File: src/design/cst_pkg.sv
// Shared types, token codes and keyword table for the character stream tokenizer.
// No dependencies; every other design file imports this package.
package cst_pkg;

  localparam int KW_CHARS   = 8;                 // identifier characters kept for keyword match
  localparam int KW_IDX_W   = $clog2(KW_CHARS);
  localparam int KW_MAX_LEN = 7;                 // longest keyword
  localparam int KW_COUNT   = 11;
  localparam int LEN_W      = 16;                // lexeme length counter width
  localparam int IQ_DEPTH   = 2;                 // front-to-back queue
  localparam int OQ_DEPTH   = 4;                 // result queue

  localparam logic [4:0] TK_PROGRAM = 5'd0;
  localparam logic [4:0] TK_PRINT   = 5'd1;
  localparam logic [4:0] TK_INT     = 5'd2;
  localparam logic [4:0] TK_END     = 5'd3;
  localparam logic [4:0] TK_FLOAT   = 5'd4;
  localparam logic [4:0] TK_ELSE    = 5'd5;
  localparam logic [4:0] TK_IF      = 5'd6;
  localparam logic [4:0] TK_THEN    = 5'd7;
  localparam logic [4:0] TK_BOOL    = 5'd8;
  localparam logic [4:0] TK_IDENT   = 5'd9;
  localparam logic [4:0] TK_ICONST  = 5'd10;
  localparam logic [4:0] TK_RCONST  = 5'd11;
  localparam logic [4:0] TK_SCONST  = 5'd12;
  localparam logic [4:0] TK_BCONST  = 5'd13;
  localparam logic [4:0] TK_PLUS    = 5'd14;
  localparam logic [4:0] TK_MINUS   = 5'd15;
  localparam logic [4:0] TK_MULT    = 5'd16;
  localparam logic [4:0] TK_DIV     = 5'd17;
  localparam logic [4:0] TK_ASSOP   = 5'd18;
  localparam logic [4:0] TK_EQUAL   = 5'd19;
  localparam logic [4:0] TK_GTHAN   = 5'd20;
  localparam logic [4:0] TK_LTHAN   = 5'd21;
  localparam logic [4:0] TK_AND     = 5'd22;
  localparam logic [4:0] TK_OR      = 5'd23;
  localparam logic [4:0] TK_NOT     = 5'd24;
  localparam logic [4:0] TK_COMMA   = 5'd25;
  localparam logic [4:0] TK_LPAREN  = 5'd26;
  localparam logic [4:0] TK_RPAREN  = 5'd27;
  localparam logic [4:0] TK_SEMICOL = 5'd28;
  localparam logic [4:0] TK_ERR     = 5'd29;
  localparam logic [4:0] TK_DONE    = 5'd30;

  // Keywords, right-aligned and zero padded on the left
  localparam logic [8*KW_MAX_LEN-1:0] KW_WORD [KW_COUNT] = '{
    "PROGRAM", "PRINT", "INT", "END", "FLOAT", "ELSE", "IF", "THEN", "TRUE", "FALSE", "BOOL"
  };
  localparam logic [3:0] KW_LEN [KW_COUNT] = '{
    4'd7, 4'd5, 4'd3, 4'd3, 4'd5, 4'd4, 4'd2, 4'd4, 4'd4, 4'd5, 4'd4
  };
  localparam logic [4:0] KW_KIND [KW_COUNT] = '{
    TK_PROGRAM, TK_PRINT, TK_INT, TK_END, TK_FLOAT, TK_ELSE, TK_IF, TK_THEN,
    TK_BCONST, TK_BCONST, TK_BOOL
  };

  typedef struct packed {
    logic [7:0] char_code;
    logic       end_of_input;
  } in_item_t;

  typedef struct packed {
    logic [4:0]  token_kind;
    logic [15:0] line_number;
    logic [31:0] lexeme_start;
    logic [15:0] lexeme_length;
    logic        open_comment;
    logic        last_result;
  } out_item_t;

  typedef enum logic [3:0] {
    CLS_SPACE, CLS_NL, CLS_LETTER, CLS_UNDER, CLS_DIGIT, CLS_AT, CLS_QUOTE, CLS_DOT,
    CLS_SLASH, CLS_STAR, CLS_EQ, CLS_AMP, CLS_BAR, CLS_OTHER
  } char_cls_t;

  // Classified character as it travels from front to back
  typedef struct packed {
    logic       eoi;
    logic [7:0] upper;
    char_cls_t  cls;
    logic [4:0] single_kind;   // token of a one-character lexeme started by this byte
  } cls_item_t;

  typedef enum logic [11:0] {
    M_START   = 12'b0000_0000_0001,
    M_ID      = 12'b0000_0000_0010,
    M_STR     = 12'b0000_0000_0100,
    M_INT     = 12'b0000_0000_1000,
    M_FDOT    = 12'b0000_0001_0000,
    M_FRAC    = 12'b0000_0010_0000,
    M_COMMENT = 12'b0000_0100_0000,
    M_CSTAR   = 12'b0000_1000_0000,
    M_SLASH   = 12'b0001_0000_0000,
    M_EQ      = 12'b0010_0000_0000,
    M_AMP     = 12'b0100_0000_0000,
    M_BAR     = 12'b1000_0000_0000
  } lex_mode_t;

  // Up to two results from one step; v1 implies v0
  typedef struct packed {
    logic      v0;
    logic      v1;
    out_item_t r0;
    out_item_t r1;
  } res_pair_t;

  function automatic logic [4:0] word_kind(input logic [KW_CHARS-1:0][7:0] pw,
                                           input logic [LEN_W-1:0] len,
                                           input logic too_long);
    logic [8*KW_MAX_LEN-1:0] cand;
    logic [4:0]              kind;
    cand = '0;
    kind = TK_IDENT;
    // pack the first len characters right-aligned, like the table
    for (int j = 0; j < KW_MAX_LEN; j++) begin
      if (LEN_W'(j) < len) cand = {cand[8*KW_MAX_LEN-9:0], pw[j]};
    end
    if (!too_long && len <= LEN_W'(KW_MAX_LEN)) begin
      for (int k = 0; k < KW_COUNT; k++) begin
        if (len == LEN_W'(KW_LEN[k]) && cand == KW_WORD[k]) kind = KW_KIND[k];
      end
    end
    return kind;
  endfunction

endpackage

File: src/design/cst_front.sv
// Front end: accepts input transactions, classifies each byte and queues it.
// Depends on cst_pkg.
module cst_front (
  input  logic                 clk,
  input  logic                 rst_n,
  input  logic                 in_valid,
  output logic                 in_stall,
  input  cst_pkg::in_item_t    in_item,
  output logic                 q_valid,
  output cst_pkg::cls_item_t   q_item,
  input  logic                 q_pop
);
  import cst_pkg::*;

  localparam int PW = (IQ_DEPTH > 1) ? $clog2(IQ_DEPTH) : 1;
  localparam int CW = $clog2(IQ_DEPTH + 1);

  cls_item_t       mem_r [IQ_DEPTH];
  logic [PW-1:0]   wr_ptr_r, wr_ptr_nxt;
  logic [PW-1:0]   rd_ptr_r, rd_ptr_nxt;
  logic [CW-1:0]   count_r, count_nxt;
  logic            accept;
  cls_item_t       cls_in;

  function automatic cls_item_t classify(input logic [7:0] c, input logic eoi);
    cls_item_t r;
    r.eoi   = eoi;
    r.upper = (c >= "a" && c <= "z") ? c - 8'd32 : c;
    priority if (c == 8'h0A)                          r.cls = CLS_NL;
    else if (c == " " || (c >= 8'd9 && c <= 8'd13))   r.cls = CLS_SPACE;
    else if ((c >= "A" && c <= "Z") || (c >= "a" && c <= "z")) r.cls = CLS_LETTER;
    else if (c >= "0" && c <= "9")                    r.cls = CLS_DIGIT;
    else if (c == "_")                                r.cls = CLS_UNDER;
    else if (c == "@")                                r.cls = CLS_AT;
    else if (c == 8'h22)                              r.cls = CLS_QUOTE;
    else if (c == ".")                                r.cls = CLS_DOT;
    else if (c == "/")                                r.cls = CLS_SLASH;
    else if (c == "*")                                r.cls = CLS_STAR;
    else if (c == "=")                                r.cls = CLS_EQ;
    else if (c == "&")                                r.cls = CLS_AMP;
    else if (c == "|")                                r.cls = CLS_BAR;
    else                                              r.cls = CLS_OTHER;
    unique case (c)
      "+":     r.single_kind = TK_PLUS;
      "-":     r.single_kind = TK_MINUS;
      "*":     r.single_kind = TK_MULT;
      "(":     r.single_kind = TK_LPAREN;
      ")":     r.single_kind = TK_RPAREN;
      ";":     r.single_kind = TK_SEMICOL;
      ",":     r.single_kind = TK_COMMA;
      ">":     r.single_kind = TK_GTHAN;
      "<":     r.single_kind = TK_LTHAN;
      "!":     r.single_kind = TK_NOT;
      default: r.single_kind = TK_ERR;
    endcase
    return r;
  endfunction

  assign in_stall = (count_r == CW'(IQ_DEPTH));
  assign accept   = in_valid && !in_stall;
  assign cls_in   = classify(in_item.char_code, in_item.end_of_input);
  assign q_valid  = (count_r != '0);
  assign q_item   = mem_r[rd_ptr_r];

  always_comb begin
    wr_ptr_nxt = accept ? wr_ptr_r + PW'(1) : wr_ptr_r;
    rd_ptr_nxt = q_pop ? rd_ptr_r + PW'(1) : rd_ptr_r;
    count_nxt  = count_r + CW'(accept) - CW'(q_pop);
  end

  always_ff @(posedge clk) begin
    if (!rst_n) begin
      wr_ptr_r <= '0;
      rd_ptr_r <= '0;
      count_r  <= '0;
    end else begin
      wr_ptr_r <= wr_ptr_nxt;
      rd_ptr_r <= rd_ptr_nxt;
      count_r  <= count_nxt;
    end
  end

  always_ff @(posedge clk) begin
    if (accept) mem_r[wr_ptr_r] <= cls_in;
  end

endmodule

File: src/design/cst_lexer.sv
// Back end: lexer state machine, one classified byte per cycle given oq_room,
// up to two tokens. Also holds the first-line-number register. Depends on cst_pkg.
module cst_lexer (
  input  logic                 clk,
  input  logic                 rst_n,
  input  logic                 cfg_valid,
  output logic                 cfg_ready,
  input  logic [15:0]          cfg_data,
  input  logic                 q_valid,
  input  cst_pkg::cls_item_t   q_item,
  output logic                 q_pop,
  input  logic                 oq_room,
  output cst_pkg::res_pair_t   res
);
  import cst_pkg::*;

  lex_mode_t                 mode_r, mode_nxt;
  logic [15:0]               first_line_r;
  logic [15:0]               line_r, line_nxt;
  logic [31:0]               pos_r, pos_nxt;
  logic [31:0]               tbeg_r, tbeg_nxt;
  logic [LEN_W-1:0]          tlen_r, tlen_nxt;
  logic [KW_CHARS-1:0][7:0]  prefix_r, prefix_nxt;
  logic                      wtl_r, wtl_nxt;
  logic                      go, redo, restart;
  logic                      e0_v, e1_v, e0_oc, e1_oc;
  logic [4:0]                e0_kind, e1_kind;
  logic [31:0]               e0_start, e1_start;
  logic [LEN_W-1:0]          e0_len, e1_len;
  out_item_t                 o0, o1;

  function automatic logic [LEN_W-1:0] len_inc(input logic [LEN_W-1:0] v);
    return (v != '1) ? v + LEN_W'(1) : v;
  endfunction

  function automatic logic [15:0] line_inc(input logic [15:0] v);
    return (v != '1) ? v + 16'd1 : v;
  endfunction

  assign cfg_ready = 1'b1;
  assign go        = q_valid && oq_room;
  assign q_pop     = go;

  always_comb begin
    mode_nxt   = mode_r;
    line_nxt   = line_r;
    pos_nxt    = pos_r;
    tbeg_nxt   = tbeg_r;
    tlen_nxt   = tlen_r;
    prefix_nxt = prefix_r;
    wtl_nxt    = wtl_r;
    redo       = 1'b0;
    restart    = 1'b0;
    e0_v = 1'b0; e0_kind = TK_ERR; e0_start = tbeg_r; e0_len = tlen_r; e0_oc = 1'b0;
    e1_v = 1'b0; e1_kind = TK_ERR; e1_start = pos_r;  e1_len = LEN_W'(1); e1_oc = 1'b0;
    if (go) begin
      if (q_item.eoi) begin
        // flush the pending token, then report done
        e1_v    = 1'b1;
        e1_kind = TK_DONE;
        e1_len  = '0;
        restart = 1'b1;
        unique case (mode_r)
          M_ID: begin
            e0_v = 1'b1; e0_kind = word_kind(prefix_r, tlen_r, wtl_r);
          end
          M_INT:  begin e0_v = 1'b1; e0_kind = TK_ICONST; end
          M_FRAC: begin e0_v = 1'b1; e0_kind = TK_RCONST; end
          M_FDOT, M_STR: begin
            e0_v = 1'b1; e0_len = len_inc(tlen_r);
          end
          M_SLASH: begin e0_v = 1'b1; e0_kind = TK_DIV;   e0_len = LEN_W'(1); end
          M_EQ:    begin e0_v = 1'b1; e0_kind = TK_ASSOP; e0_len = LEN_W'(1); end
          M_AMP, M_BAR: begin e0_v = 1'b1; e0_len = LEN_W'(1); end
          M_COMMENT, M_CSTAR: e1_oc = 1'b1;
          default: ;
        endcase
      end else begin
        unique case (mode_r)
          M_START: redo = 1'b1;
          M_ID: begin
            if (q_item.cls == CLS_LETTER || q_item.cls == CLS_DIGIT ||
                q_item.cls == CLS_UNDER || q_item.cls == CLS_AT) begin
              if (tlen_r < LEN_W'(KW_CHARS)) prefix_nxt[tlen_r[KW_IDX_W-1:0]] = q_item.upper;
              else wtl_nxt = 1'b1;
              tlen_nxt = len_inc(tlen_r);
            end else begin
              e0_v = 1'b1; e0_kind = word_kind(prefix_r, tlen_r, wtl_r);
              mode_nxt = M_START; redo = 1'b1;
            end
          end
          M_STR: begin
            if (q_item.cls == CLS_NL) begin
              // error includes the opening quote
              e0_v = 1'b1; e0_len = len_inc(tlen_r);
              mode_nxt = M_START;
              line_nxt = line_inc(line_r);
            end else if (q_item.cls == CLS_QUOTE) begin
              e0_v = 1'b1; e0_kind = TK_SCONST;
              e0_start = (tbeg_r != '1) ? tbeg_r + 32'd1 : tbeg_r;
              mode_nxt = M_START;
            end else begin
              tlen_nxt = len_inc(tlen_r);
            end
          end
          M_INT: begin
            if (q_item.cls == CLS_DIGIT) tlen_nxt = len_inc(tlen_r);
            else if (q_item.cls == CLS_DOT) mode_nxt = M_FDOT;
            else begin
              e0_v = 1'b1; e0_kind = TK_ICONST;
              mode_nxt = M_START; redo = 1'b1;
            end
          end
          M_FDOT: begin
            if (q_item.cls == CLS_DIGIT) begin
              // count the dot and this digit
              tlen_nxt = len_inc(len_inc(tlen_r));
              mode_nxt = M_FRAC;
            end else begin
              tlen_nxt = len_inc(tlen_r);
              e0_v = 1'b1; e0_len = len_inc(tlen_r);
              mode_nxt = M_START; redo = 1'b1;
            end
          end
          M_FRAC: begin
            if (q_item.cls == CLS_DIGIT) tlen_nxt = len_inc(tlen_r);
            else if (q_item.cls == CLS_DOT) begin
              e0_v = 1'b1; e0_len = len_inc(tlen_r);
              mode_nxt = M_START;
            end else begin
              e0_v = 1'b1; e0_kind = TK_RCONST;
              mode_nxt = M_START; redo = 1'b1;
            end
          end
          M_COMMENT: begin
            if (q_item.cls == CLS_NL) line_nxt = line_inc(line_r);
            else if (q_item.cls == CLS_STAR) mode_nxt = M_CSTAR;
          end
          M_CSTAR: begin
            if (q_item.cls == CLS_SLASH) mode_nxt = M_START;
            else if (q_item.cls == CLS_STAR) mode_nxt = M_CSTAR;
            else begin
              mode_nxt = M_COMMENT;
              if (q_item.cls == CLS_NL) line_nxt = line_inc(line_r);
            end
          end
          M_SLASH: begin
            if (q_item.cls == CLS_STAR) mode_nxt = M_COMMENT;
            else begin
              e0_v = 1'b1; e0_kind = TK_DIV; e0_len = LEN_W'(1);
              mode_nxt = M_START; redo = 1'b1;
            end
          end
          M_EQ: begin
            mode_nxt = M_START;
            e0_v     = 1'b1;
            if (q_item.cls == CLS_EQ) begin
              e0_kind = TK_EQUAL; e0_len = LEN_W'(2);
            end else begin
              e0_kind = TK_ASSOP; e0_len = LEN_W'(1); redo = 1'b1;
            end
          end
          M_AMP, M_BAR: begin
            mode_nxt = M_START;
            e0_v     = 1'b1;
            if ((mode_r == M_AMP && q_item.cls == CLS_AMP) ||
                (mode_r == M_BAR && q_item.cls == CLS_BAR)) begin
              e0_kind = (mode_r == M_AMP) ? TK_AND : TK_OR; e0_len = LEN_W'(2);
            end else begin
              // lone & or |: report it as an error and take this byte fresh
              e0_len = LEN_W'(1); redo = 1'b1;
            end
          end
          default: mode_nxt = M_START;
        endcase

        if (redo) begin
          if (q_item.cls == CLS_NL) line_nxt = line_inc(line_r);
          unique case (q_item.cls)
            CLS_SPACE, CLS_NL: ;
            CLS_LETTER, CLS_UNDER: begin
              tbeg_nxt = pos_r; tlen_nxt = LEN_W'(1);
              prefix_nxt[0] = q_item.upper;
              wtl_nxt  = 1'b0;
              mode_nxt = M_ID;
            end
            CLS_QUOTE: begin
              tbeg_nxt = pos_r; tlen_nxt = '0; mode_nxt = M_STR;
            end
            CLS_DIGIT: begin
              tbeg_nxt = pos_r; tlen_nxt = LEN_W'(1); mode_nxt = M_INT;
            end
            CLS_SLASH: begin
              tbeg_nxt = pos_r; tlen_nxt = LEN_W'(1); mode_nxt = M_SLASH;
            end
            CLS_EQ: begin
              tbeg_nxt = pos_r; tlen_nxt = LEN_W'(1); mode_nxt = M_EQ;
            end
            CLS_AMP: begin
              tbeg_nxt = pos_r; tlen_nxt = LEN_W'(1); mode_nxt = M_AMP;
            end
            CLS_BAR: begin
              tbeg_nxt = pos_r; tlen_nxt = LEN_W'(1); mode_nxt = M_BAR;
            end
            default: begin
              tbeg_nxt = pos_r; tlen_nxt = LEN_W'(1);
              e1_v = 1'b1; e1_kind = q_item.single_kind;
            end
          endcase
        end
        pos_nxt = (pos_r != '1) ? pos_r + 32'd1 : pos_r;
      end

      if (restart) begin
        mode_nxt = M_START;
        line_nxt = first_line_r;
        pos_nxt  = '0;
        tbeg_nxt = '0;
        tlen_nxt = '0;
        wtl_nxt  = 1'b0;
      end
    end
  end

  always_comb begin
    o0.token_kind    = e0_kind;
    o0.line_number   = line_r;
    o0.lexeme_start  = e0_start;
    o0.lexeme_length = 16'(e0_len);
    o0.open_comment  = e0_oc;
    o0.last_result   = !e1_v;
    o1.token_kind    = e1_kind;
    o1.line_number   = line_r;
    o1.lexeme_start  = e1_start;
    o1.lexeme_length = 16'(e1_len);
    o1.open_comment  = e1_oc;
    o1.last_result   = 1'b1;
    res.v0 = e0_v || e1_v;
    res.v1 = e0_v && e1_v;
    res.r0 = e0_v ? o0 : o1;
    res.r1 = o1;
  end

  always_ff @(posedge clk) begin
    if (!rst_n) begin
      mode_r       <= M_START;
      first_line_r <= 16'd1;
      line_r       <= 16'd1;
      pos_r        <= '0;
      tbeg_r       <= '0;
      tlen_r       <= '0;
      wtl_r        <= 1'b0;
    end else begin
      mode_r <= mode_nxt;
      pos_r  <= pos_nxt;
      tbeg_r <= tbeg_nxt;
      tlen_r <= tlen_nxt;
      wtl_r  <= wtl_nxt;
      if (cfg_valid && cfg_ready) begin
        first_line_r <= cfg_data;
        // load the line counter too while nothing has been consumed
        if (pos_r == '0 && mode_r == M_START) line_r <= cfg_data;
        else line_r <= line_nxt;
      end else begin
        line_r <= line_nxt;
      end
    end
  end

  always_ff @(posedge clk) begin
    prefix_r <= prefix_nxt;
  end

endmodule

File: src/design/cst_outq.sv
// Result queue: takes up to two tokens per cycle from the lexer, delivers one
// per cycle while out_stall is low. Depends on cst_pkg.
module cst_outq (
  input  logic                 clk,
  input  logic                 rst_n,
  input  cst_pkg::res_pair_t   push,
  output logic                 oq_room,
  output logic                 out_valid,
  input  logic                 out_stall,
  output cst_pkg::out_item_t   out_item
);
  import cst_pkg::*;

  localparam int PW = $clog2(OQ_DEPTH);
  localparam int CW = $clog2(OQ_DEPTH + 1);

  out_item_t      mem_r [OQ_DEPTH];
  logic [PW-1:0]  wr_ptr_r, wr_ptr_nxt;
  logic [PW-1:0]  rd_ptr_r, rd_ptr_nxt;
  logic [CW-1:0]  count_r, count_nxt;
  logic           pop;

  assign out_valid = (count_r != '0);
  assign out_item  = mem_r[rd_ptr_r];
  assign pop       = out_valid && !out_stall;
  // room for a full pair without counting this cycle's pop
  assign oq_room   = (count_r <= CW'(OQ_DEPTH - 2));

  always_comb begin
    wr_ptr_nxt = wr_ptr_r + PW'(push.v0) + PW'(push.v1);
    rd_ptr_nxt = pop ? rd_ptr_r + PW'(1) : rd_ptr_r;
    count_nxt  = count_r + CW'(push.v0) + CW'(push.v1) - CW'(pop);
  end

  always_ff @(posedge clk) begin
    if (!rst_n) begin
      wr_ptr_r <= '0;
      rd_ptr_r <= '0;
      count_r  <= '0;
    end else begin
      wr_ptr_r <= wr_ptr_nxt;
      rd_ptr_r <= rd_ptr_nxt;
      count_r  <= count_nxt;
    end
  end

  always_ff @(posedge clk) begin
    if (push.v0) mem_r[wr_ptr_r] <= push.r0;
    if (push.v1) mem_r[wr_ptr_r + PW'(1)] <= push.r1;
  end

endmodule

File: src/design/character_stream_tokenizer_top.sv
// Top level of the character stream tokenizer: front queue, lexer, result queue.
// Depends on cst_pkg, cst_front, cst_lexer, cst_outq.
//
//   port group  direction  flow control   payload
//   in_*        input      valid/stall    in_item_t  (byte or end mark)
//   out_*       output     valid/stall    out_item_t (one token)
//   cfg_*       input      valid/ready    first line number, 16 bits
//
// One byte per clock is sustained while the result queue has room; the lexer
// takes one queued byte per cycle while oq_room is set. A byte that yields two
// tokens pushes both into the 4-entry result queue, which delivers one at a time.
// Bytes are registered in the front queue and tokens in the result queue.
// Reset is synchronous, active low; the block is ready in the next cycle.
// in_stall rises only when the 2-entry front queue is full.
module character_stream_tokenizer_top (
  input  logic                 clk,
  input  logic                 rst_n,
  input  logic                 in_valid,
  output logic                 in_stall,
  input  cst_pkg::in_item_t    in_item,
  output logic                 out_valid,
  input  logic                 out_stall,
  output cst_pkg::out_item_t   out_item,
  input  logic                 cfg_valid,
  output logic                 cfg_ready,
  input  logic [15:0]          cfg_data
);
  import cst_pkg::*;

  logic       q_valid;
  cls_item_t  q_item;
  logic       lex_pop;
  logic       oq_room;
  res_pair_t  res;

  cst_front u_front (
    .clk      (clk),
    .rst_n    (rst_n),
    .in_valid (in_valid),
    .in_stall (in_stall),
    .in_item  (in_item),
    .q_valid  (q_valid),
    .q_item   (q_item),
    .q_pop    (lex_pop)
  );

  cst_lexer u_lexer (
    .clk       (clk),
    .rst_n     (rst_n),
    .cfg_valid (cfg_valid),
    .cfg_ready (cfg_ready),
    .cfg_data  (cfg_data),
    .q_valid   (q_valid),
    .q_item    (q_item),
    .q_pop     (lex_pop),
    .oq_room   (oq_room),
    .res       (res)
  );

  cst_outq u_outq (
    .clk       (clk),
    .rst_n     (rst_n),
    .push      (res),
    .oq_room   (oq_room),
    .out_valid (out_valid),
    .out_stall (out_stall),
    .out_item  (out_item)
  );

  a_pair_order: assert property (@(posedge clk) disable iff (!rst_n)
    res.v1 |-> res.v0)
    else $error("second token without a first");

  a_pop_valid: assert property (@(posedge clk) disable iff (!rst_n)
    lex_pop |-> q_valid)
    else $error("lexer popped an empty queue");

  a_res_needs_pop: assert property (@(posedge clk) disable iff (!rst_n)
    res.v0 |-> lex_pop)
    else $error("token produced without a byte");

  a_done_last: assert property (@(posedge clk) disable iff (!rst_n)
    (out_valid && out_item.token_kind == TK_DONE) |-> out_item.last_result)
    else $error("done token not marked last");

  a_oc_done: assert property (@(posedge clk) disable iff (!rst_n)
    (out_valid && out_item.open_comment) |-> out_item.token_kind == TK_DONE)
    else $error("open comment flag on a non-done token");

endmodule

File: config.mk
export PLATFORM = sky130hd
export DESIGN_NAME = character_stream_tokenizer_top
export DESIGN_NICKNAME = d
export VERILOG_FILES = /design/src/design/cst_pkg.sv /design/src/design/cst_front.sv /design/src/design/cst_lexer.sv /design/src/design/cst_outq.sv /design/src/design/character_stream_tokenizer_top.sv
export SDC_FILE = /design/constraint.sdc
export NUM_CORES = 1
export LEC_CHECK = 0
export ABC_AREA = 1
export BUFFER_PORTS_ARGS = -buffer_cell sky130_fd_sc_hd__buf_2
export CORE_ASPECT_RATIO = 0.9
export CORE_UTILIZATION = 35
export DETAILED_ROUTE_END_ITERATION = 7
export MAX_ROUTING_LAYER = met4
export SETUP_SLACK_MARGIN = 0.1
export SYNTH_ARGS = -nofsm -noshare
export SYNTH_HDL_FRONTEND = slang
export SYNTH_SLANG_ARGS = --single-unit
File: constraint.sdc
create_clock -name clk -period 3.9 [get_ports clk]
set_input_delay 0.39 -clock clk [delete_from_list [all_inputs] [get_ports clk]]
set_output_delay 0.39 -clock clk [all_outputs]
set_load 0.02 [all_outputs]
==> impl_metrics.csv <==
group,metric,value,unit
critical_path,start_kind,"flop",
status,status,"complete, no violations",
clocking,cts_tree,"done",
floorplanning,die_w,313,um
yosys,synthMostInstantiatedCell,"nand2_1",
sta,layout_min_cycle_time,3630,ps
critical_path,r2r_setup_slack,270,ps
detailed_routing,via_count,30300,
sta,finalMaxSlewViolations,0,
critical_path,crit_fanout,27,
placement,dp_hpwl,75.4,mm
floorplanning,fp.dieH,282,um
layout,syn2layout_area_growth,19.1,%
yosys,synth_area,30600,um2
global_route,grt_use_total,24.2,%
layout,finalNetCount,4287,
detailed_routing,viasPerCell,5.59,
critical_path,worstSetupPathType,"reg -> reg",
global_route,grt_pass1_vias,27600,
sta,maxSlewHeadroom,30.7,%
critical_path,crit_required,4310,ps
clocking,root_buffer,"clkbuf_16",
sta,setup_violations,0,
clocking,worstSkewPairLatency,660,ps
critical_path,crit_arrival,4040,ps
floorplanning,rows,102,
detailed_routing,drc_errors,0,
global_route,grt_max_degree,81,
yosys,syn_nets,4070,
sta,rsz0062_at_grt,"yes",
critical_path,end_kind,"flop",
detailed_routing,wl_per_cell,20.0,um
yosys,ys_types,73,
sta,final.setup_skew,29.0,ps
pwr,power_leakage,0.0135,uW
critical_path,rr_endpoint,"u_outq.mem_r[0][66]",
placement,placed_area,33300,um2
placement,place.gp.congestion,1.03,
yosys,synthFlopType,"edfxtp_1",
critical_path,critPathCapture,"u_outq.mem_r[0][66]",
yosys,ys_ff_latch,515,
clocking,path_clk_slew,70,ps
detailed_routing,drtIter0Drc,3675,
yosys,synth.avg_cell_area,7.60,um2
layout,postLayoutCellArea,36400,um2
sta,fmax,0.276,GHz
clocking,numCtsBuffers,57,
floorplanning,start_util,35.4,%
yosys,yosysTopAreaCell,"edfxtp_1",
critical_path,r2r_start,"u_lexer.tlen_r[15]",
critical_path,cp_slowest_cell,"dfxtp_1",
yosys,synth-edff-count,312,
layout,n_fill_cell,8813,
detailed_routing,drt_wl_total,108,mm
detailed_routing,ant_nets,0,
sta,tightest_slew,1040,ps
sta,hold_violations,0,
yosys,seq_area_frac_synth,44.0,%
critical_path,crit_start,"u_lexer.tlen_r[15]",
yosys,synth_top_area_share,30.7,%
yosys,synthTopCellsByCount,"852 x nand2_1, 524 x nor2_1, 393 x o21ai_0",
min_path,min-delay-start,"cfg_data[9]",
critical_path,crit_path_frequent_cell,"nand2_1",
detailed_routing,firstDrtPassIters,6,
yosys,synthCells,4022,
clocking,clockBufferDepth,3,
floorplanning,coreArea,86300,um2
clocking,h-tree-depth,2,
placement,port_buffers,102,
flow_run,drv_cap,0,
layout,post-route-util,42.2,%
critical_path,max_stage_delay,320,ps
pwr,p_per_area,872,nW/um2
pwr,peakVddDrop,0.667,mV
yosys,synthArstFlopShare,0,%
global_route,antenna_found_initial,2,
yosys,synth_warnings,0,
layout,num_antenna_cells,0,
floorplanning,pin_count,104,
clocking,cts.sinks,515,
floorplanning,dieArea,88500,um2
layout,drive_gt1_share,17.5,%
yosys,synth_area_leaders,"edfxtp_1 31%, dfxtp_1 13%, nand2_1 10%",
critical_path,crit_chain,"nor2_2, nand2_4, nor2_8, buf_6, nand3_4, buf_4, nor2_4, clkinv_4, buf_12, nand2_1, nand2_2, nor2_4, nand2_2, nor2_4, nand2_1, nor3_1, nand3b_1, nand4_1, nand2_1, nand2_1, nand2_2, nand3_1, nand2_1",
global_route,grt_pass1_wl,164,mm
min_path,hold_class,"in -> reg",
critical_path,r2r_cells,23,
global_route,gr-total-overflow,0,
sta,fin_crit_sh,93.0,%
## layout by cell type (no fill, tap or decap), types with 10 or more instances in the layout
| cell | n |
|---|---|
| or2_2 | 12 |
| inv_2 | 48 |
| clkbuf_16 | 62 |
| nand3_1 | 295 |
| nand2_2 | 48 |
| clkinv_1 | 14 |
| nand3_2 | 22 |
| dfxtp_1 | 196 |
| nand2_4 | 10 |
| o21ai_1 | 38 |
| buf_6 | 13 |
| nor4_1 | 24 |
| nand4_1 | 76 |
| dlygate4sd3_1 | 13 |
| nor3_1 | 97 |
| o221ai_1 | 29 |
| a21oi_1 | 151 |
| edfxtp_1 | 312 |
| clkinv_2 | 13 |
| inv_1 | 259 |
| a211oi_1 | 12 |
| xor2_1 | 41 |
| nor2_2 | 39 |
| buf_2 | 102 |
| nor3_2 | 14 |
| ha_1 | 14 |
| buf_12 | 15 |
| a221oi_1 | 36 |
| nand2_1 | 818 |
| nor2_4 | 42 |
| o21ai_0 | 385 |
| buf_4 | 215 |
| nor2_1 | 485 |
| o22ai_1 | 139 |
## cells by family after synthesis
| group | share of synthesized area, % |
|---|---|
| AOI/OAI and AO/OA | 16.7 |
| xor gates and xnor gates | 1.43 |
| adders and majority gates | 0.811 |
| buffers and inverters | 7.22 |
| DFF | 44.0 |
| muxes | 0.295 |
| other | 0.0123 |
| and+or+nand+nor | 29.6 |
## worst min-delay path by stage
stage | endpoint | slack (ps) | cells past startpoint
CTS | u_front.mem_r[0][10] | 7 | 1
floorplan | u_outq.mem_r[1][10] | 420 | 2
finish | u_lexer.first_line_r[9] | 40 | 3
global route | u_front.mem_r[1][10] | 30 | 1
detailed placement | u_outq.mem_r[1][10] | 440 | 2
global placement | u_outq.mem_r[2][12] | 430 | 2
## state kept, by name, summed over array words and instances, names as in the netlist, 16 cells and up, named ones only
signal and flops:
u_front.mem_r 36, u_lexer.line_r 16, u_lexer.prefix_r 56, u_lexer.e1_start 32, u_lexer.tlen_r 16, u_lexer.tbeg_r 32, u_lexer.first_line_r 16, u_outq.mem_r 284
## per-layer routing
metal	track usage [%]	up-vias	share of wire, %	routed length (um)
li1	-	14400	-	-
met3	2.71	175	7.1	7740
met2	37.3	1282	45	48800
met4	6.97	0	2.7	2910
met1	33.6	14500	45	48900
met5	-	-	0	0
## final cells by class
type	instances	area (um2)	area share (%)
Inverter	323	1250	3.43
Tap cell	1144	1430	3.93
Sequential cell	515	13400	37.0
Multi-Input combinational cell	2980	15600	42.8
Clock buffer	71	1570	4.32
Clock inverter	34	325	0.894
Timing Repair Buffer	362	2790	7.67
## power by group
part           leakage (uW)  switching (uW)  internal [uW]
logic               0.00799           13300           5720
registers           0.00459             347           6890
clock network      0.000924            2360           3080
## through the flow
step	cells	hold slack, ps	setup WS, ps	setup TNS [ps]	power [uW]
floorplan	4022	423	222	0	18500
global placement	5268	435	-10.5	-13.2	24200
detailed placement	5268	440	27.8	0	24200
CTS	5390	7.14	99.0	0	29800
global route	5429	28.8	26.4	0	33600
finish	5429	39.2	275	0	31700
## critical path: cells and delay by family, from the launching register on
family / cells / cell delay, ps
buf+inv: 4 / 650
flops: 1 / 320
simple gates: 19 / 2390
## what timing repair did
| item | CTS | global route |
|---|---|---|
| hold buffers | 13 | 0 |
| gates cloned | 1 | 3 |
| resized for setup | 7 | 194 |
| pin swaps | 4 | 39 |
| buffers inserted | 3 | 36 |
| endpoints found under the hold margin | 15 | 0 |
| setup endpoints to repair | 6 | 356 |
Power figures use the tool's default switching activity.
